### src/rtl/isu_pkg.sv
// ----------------------------------------------------------------------------
// isu_pkg
// Shared types and constants for the indexed sequence store.
// ----------------------------------------------------------------------------
package isu_pkg;

	// Field widths of the request and response transactions
	localparam int unsigned OP_W       = 2;
	localparam int unsigned POS_W      = 6;
	localparam int unsigned VAL_W      = 32;
	localparam int unsigned STAT_W     = 2;
	localparam int unsigned CNT_OUT_W  = 7;

	// Default sizing
	localparam int unsigned DEPTH_DEF     = 64;
	localparam int unsigned WORD_BITS_DEF = 32;

	typedef enum logic [OP_W-1:0] {
		OP_APPEND = 2'd0,
		OP_READ   = 2'd1,
		OP_REMOVE = 2'd2,
		OP_WRITE  = 2'd3
	} op_t;

	typedef enum logic [STAT_W-1:0] {
		STAT_OK    = 2'd0,
		STAT_RANGE = 2'd1,
		STAT_FULL  = 2'd2
	} status_t;

endpackage

### src/rtl/isu_mem.sv
// ----------------------------------------------------------------------------
// isu_mem
// Entry storage: one write port, one read port, registered read data.
// ----------------------------------------------------------------------------
module isu_mem
	import isu_pkg::*;
#(
	parameter int unsigned DEPTH     = DEPTH_DEF,
	parameter int unsigned WORD_BITS = WORD_BITS_DEF,
	localparam int unsigned AW       = $clog2(DEPTH)
) (
	input  logic                 clk,
	input  logic                 wr_en,
	input  logic [AW-1:0]        wr_addr,
	input  logic [WORD_BITS-1:0] wr_data,
	input  logic                 rd_en,
	input  logic [AW-1:0]        rd_addr,
	output logic [WORD_BITS-1:0] rd_data
);

	logic [WORD_BITS-1:0] entries_q [DEPTH];
	logic [WORD_BITS-1:0] rd_data_q;

	// Write port
	always_ff @(posedge clk) begin
		if (wr_en) begin
			entries_q[wr_addr] <= wr_data;
		end
	end

	// Read port, data registered while rd_en is high
	always_ff @(posedge clk) begin
		if (rd_en) begin
			rd_data_q <= entries_q[rd_addr];
		end
	end

	assign rd_data = rd_data_q;

endmodule

### config.mk
export PLATFORM = sky130hd
export DESIGN_NAME = isu_mem
export DESIGN_NICKNAME = d
export VERILOG_FILES = /design/src/rtl/isu_pkg.sv /design/src/rtl/isu_mem.sv
export SDC_FILE = /design/constraint.sdc
export NUM_CORES = 2
export LEC_CHECK = 0
export BUFFER_PORTS_ARGS = -buffer_cell sky130_fd_sc_hd__buf_2
export CAP_MARGIN = 15
export CORE_UTILIZATION = 45
export DETAILED_ROUTE_END_ITERATION = 8
export PLACE_DENSITY_LB_ADDON = 0.2
export SYNTH_ARGS = -nofsm -noshare
export SYNTH_HDL_FRONTEND = slang
export SYNTH_SLANG_ARGS = --single-unit
### constraint.sdc
create_clock -name clk -period 5.15 [get_ports clk]
set_clock_uncertainty 0.2 [all_clocks]
set_input_delay 0.515 -clock clk [delete_from_list [all_inputs] [get_ports clk]]
set_output_delay 0.515 -clock clk [all_outputs]
set_load 0.01 [all_outputs]
==> impl_metrics.tcl <==
set metrics [dict create \
    min_path_type "input pin to register" \
    worstPathRequired_ps 5480 \
    num-nets-final 3664 \
    path_clk_slew_ps 60 \
    start_util_pct 45.3 \
    cts_root_buf "clkbuf_16" \
    tightest_slew_ps 1230 \
    coreArea_mm2 0.174 \
    grt_pass1_vias 37200 \
    synth.yosys.seq_area_share_pct 79.2 \
    dr.pass1.iters 5 \
    drive_gt1_share_pct 30.7 \
    cts_setup_buffers 0 \
    max_clock_freq_mhz 292 \
    rows 153 \
    grt_pass1_wl_um 291000 \
    final_cells 6119 \
    grt_max_degree 76 \
    clk_latency_ps 830 \
    cap_violations 0 \
    crit_arrival_ps 3750 \
    maxSlewHeadroom_pct 17.5 \
    whs_ps 151 \
    io_pins 79 \
    critPathLaunchType "input pin" \
    remaining_drc_errors 0 \
    fin_crit_sh_pct 66.5 \
    worstPathMaxFanout 32 \
    placed_cells 5736 \
    power_density_mw_per_mm2 391 \
    maxSlewViolCount 0 \
    clock-sinks 2080 \
    yosysWarnings 0 \
    gp_congestion 0.809 \
    die_w_um 421 \
    status "completed" \
    overflow 0 \
    cts_resized 0 \
    routed-via-count 37100 \
    power.leakage_uw 0.0279 \
    fin_crit_ps 3420 \
    clockBufferDepth 3 \
    synth.net_count 3371 \
    cts_tree "built" \
    drt_wl_total_um 208000 \
    antenna_found_initial 14 \
    fin_setup_tns_ps 0 \
    wl_met2_um 97500 \
    htree_levels 4 \
    grt_usage_pct 23.9 \
    synth-seq-cells 2080 \
    die-height_um 421 \
    finalSetupViolCount 0 \
    ys_types 33 \
    vias_per_cell 6.06 \
    netlist_instances 3324 \
    die_area_mm2 0.177 \
    numCtsBuffers 203 \
    final_hold_viol_count 0 \
    rsz0062_at_grt "false" \
    wl_met1_um 86200 \
    dp_hpwl_um 117000 \
    crit_path_end_kind "register" \
    syn_area_mm2 0.0788 \
    criticalPathCategory "input pin to register" \
    ir_drop_uv 343 \
    ctsHoldBuffers 0 \
    fin_util_pct 51.7 \
    top_layer "met5" \
    port_buffers 78 \
    final_antenna_net_count 0 \
    syn2layout_area_growth_pct 14.0 \
    wl_per_cell_um 34.0 \
    route.met3.wl_um 17800 \
    syn_area_per_cell_um2 23.7 \
    drt_iter0_drc 4753 \
]
-- cell usage in the layout (no fill, tap or decap), types with 2 or more instances in the layout --
cell type / instances
clkinv_1: 52
diode_2: 6
nor2b_1: 15
buf_12: 19
a311oi_1: 8
a21oi_1: 62
clkbuf_1: 45
inv_6: 7
nor2_1: 75
nand4_1: 2
a22oi_1: 12
nand2b_1: 7
or3_1: 3
nand2_1: 26
nor3_1: 5
clkinv_2: 44
nand3_1: 5
o221ai_1: 27
and3_1: 4
nor3_2: 2
buf_8: 4
o22ai_1: 84
bufinv_16: 17
o32ai_1: 4
a41o_1: 4
mux2i_1: 93
buf_2: 74
nor2_4: 62
mux4_2: 544
or2_1: 2
or3b_2: 3
or3b_1: 2
edfxtp_1: 2080
and2_1: 2
clkbuf_16: 209
buf_4: 171
nand3b_1: 5
-- critical path, stage by stage --
cell and delay (ps):
buf_8 370, buf_12 310, buf_12 220, buf_12 250, mux4_2 540, mux4_2 560
o22ai_1 680, nor2_1 210
-- path summary, 6_finish.rpt --
path / from / to / slack, ps / cells past startpoint
setup / recovery: rd_addr[0] / rd_data[22]$_DFFE_PP_ / 1730 / 8
hold reg to reg: entries_q[13][8]$_DFFE_PP_ / rd_data[8]$_DFFE_PP_ / 680 / 4
setup reg to reg: entries_q[31][22]$_DFFE_PP_ / rd_data[22]$_DFFE_PP_ / 2380 / 4
hold / removal: wr_data[26] / entries_q[25][26]$_DFFE_PP_ / 150 / 1
-- state kept, by name, summed over array words and instances, names as in the netlist --
signal	cells
entries_q	2048
rd_data	32
-- routing by layer --
layer | up-vias | track usage (%)
met4 | 4 | 7.80
li1 | 14900 | -
met5 | - | 0
met1 | 20300 | 34.4
met2 | 1663 | 36.6
met3 | 249 | 4.81
-- layout make-up --
| class | count | area (µm²) |
|---|---|---|
| well taps | 2325 | 2910 |
| fillers | 13400 | 84100 |
| diodes | 6 | 15.0 |
| repair buffers | 270 | 2110 |
| clock buffers | 254 | 5400 |
| flip-flops and latches | 2080 | 62500 |
| multi-input cells | 1062 | 16000 |
| clock inverters | 122 | 1010 |
-- cells by family after synthesis --
| logic type | Yosys count | synth area share (%) |
|---|---|---|
| buf+inv | 182 | 1.12 |
| simple gates | 223 | 1.26 |
| flops | 2080 | 79.2 |
| compound gates | 202 | 1.67 |
| mux | 637 | 16.7 |
-- power by group --
group	total, µW	switching (µW)	internal, µW
registers	18800	58.7	18800
logic	1830	1180	647
clock network	14500	6260	8250
-- synth_stat cells --
cell | number | area [µm²]
nand4b_1 | 1 | 8.76
and3_1 | 4 | 25.0
or3_1 | 3 | 18.8
buf_4 | 25 | 188
a31oi_1 | 1 | 6.26
or3b_2 | 3 | 26.3
mux4_2 | 544 | 12300
a41o_1 | 4 | 40.0
mux2i_1 | 93 | 931
or2_1 | 1 | 6.26
buf_6 | 5 | 56.3
nand4_1 | 2 | 12.5
nor2_1 | 137 | 514
o32ai_1 | 4 | 35.0
buf_1 | 21 | 78.8
a311oi_1 | 8 | 70.1
edfxtp_1 | 2080 | 62500
or2_0 | 1 | 6.26
nand3b_1 | 5 | 37.5
and2_1 | 2 | 12.5
nor3_1 | 7 | 35.0
or2_2 | 1 | 6.26
or3b_1 | 2 | 17.5
nand2b_1 | 8 | 50.1
o221ai_1 | 27 | 236
a21oi_1 | 62 | 310
nand3_1 | 5 | 25.0
nand2_1 | 26 | 97.6
a22oi_1 | 12 | 90.1
nor2b_1 | 15 | 93.8
clkbuf_1 | 74 | 278
buf_2 | 57 | 285
o22ai_1 | 84 | 526
-- metrics by stage --
step | setup WS, ps | total power, µW | instance area [µm²]
3_3_place_gp | 767 | 21000 | 83400
5_1_grt | 1710 | 36100 | 89900
6_report | 1730 | 35200 | 89900
2_1_floorplan | 1280 | 20100 | 78800
3_5_place_dp | 747 | 21000 | 83400
4_1_cts | 1660 | 35400 | 89900
Power figures use the tool's default switching activity.
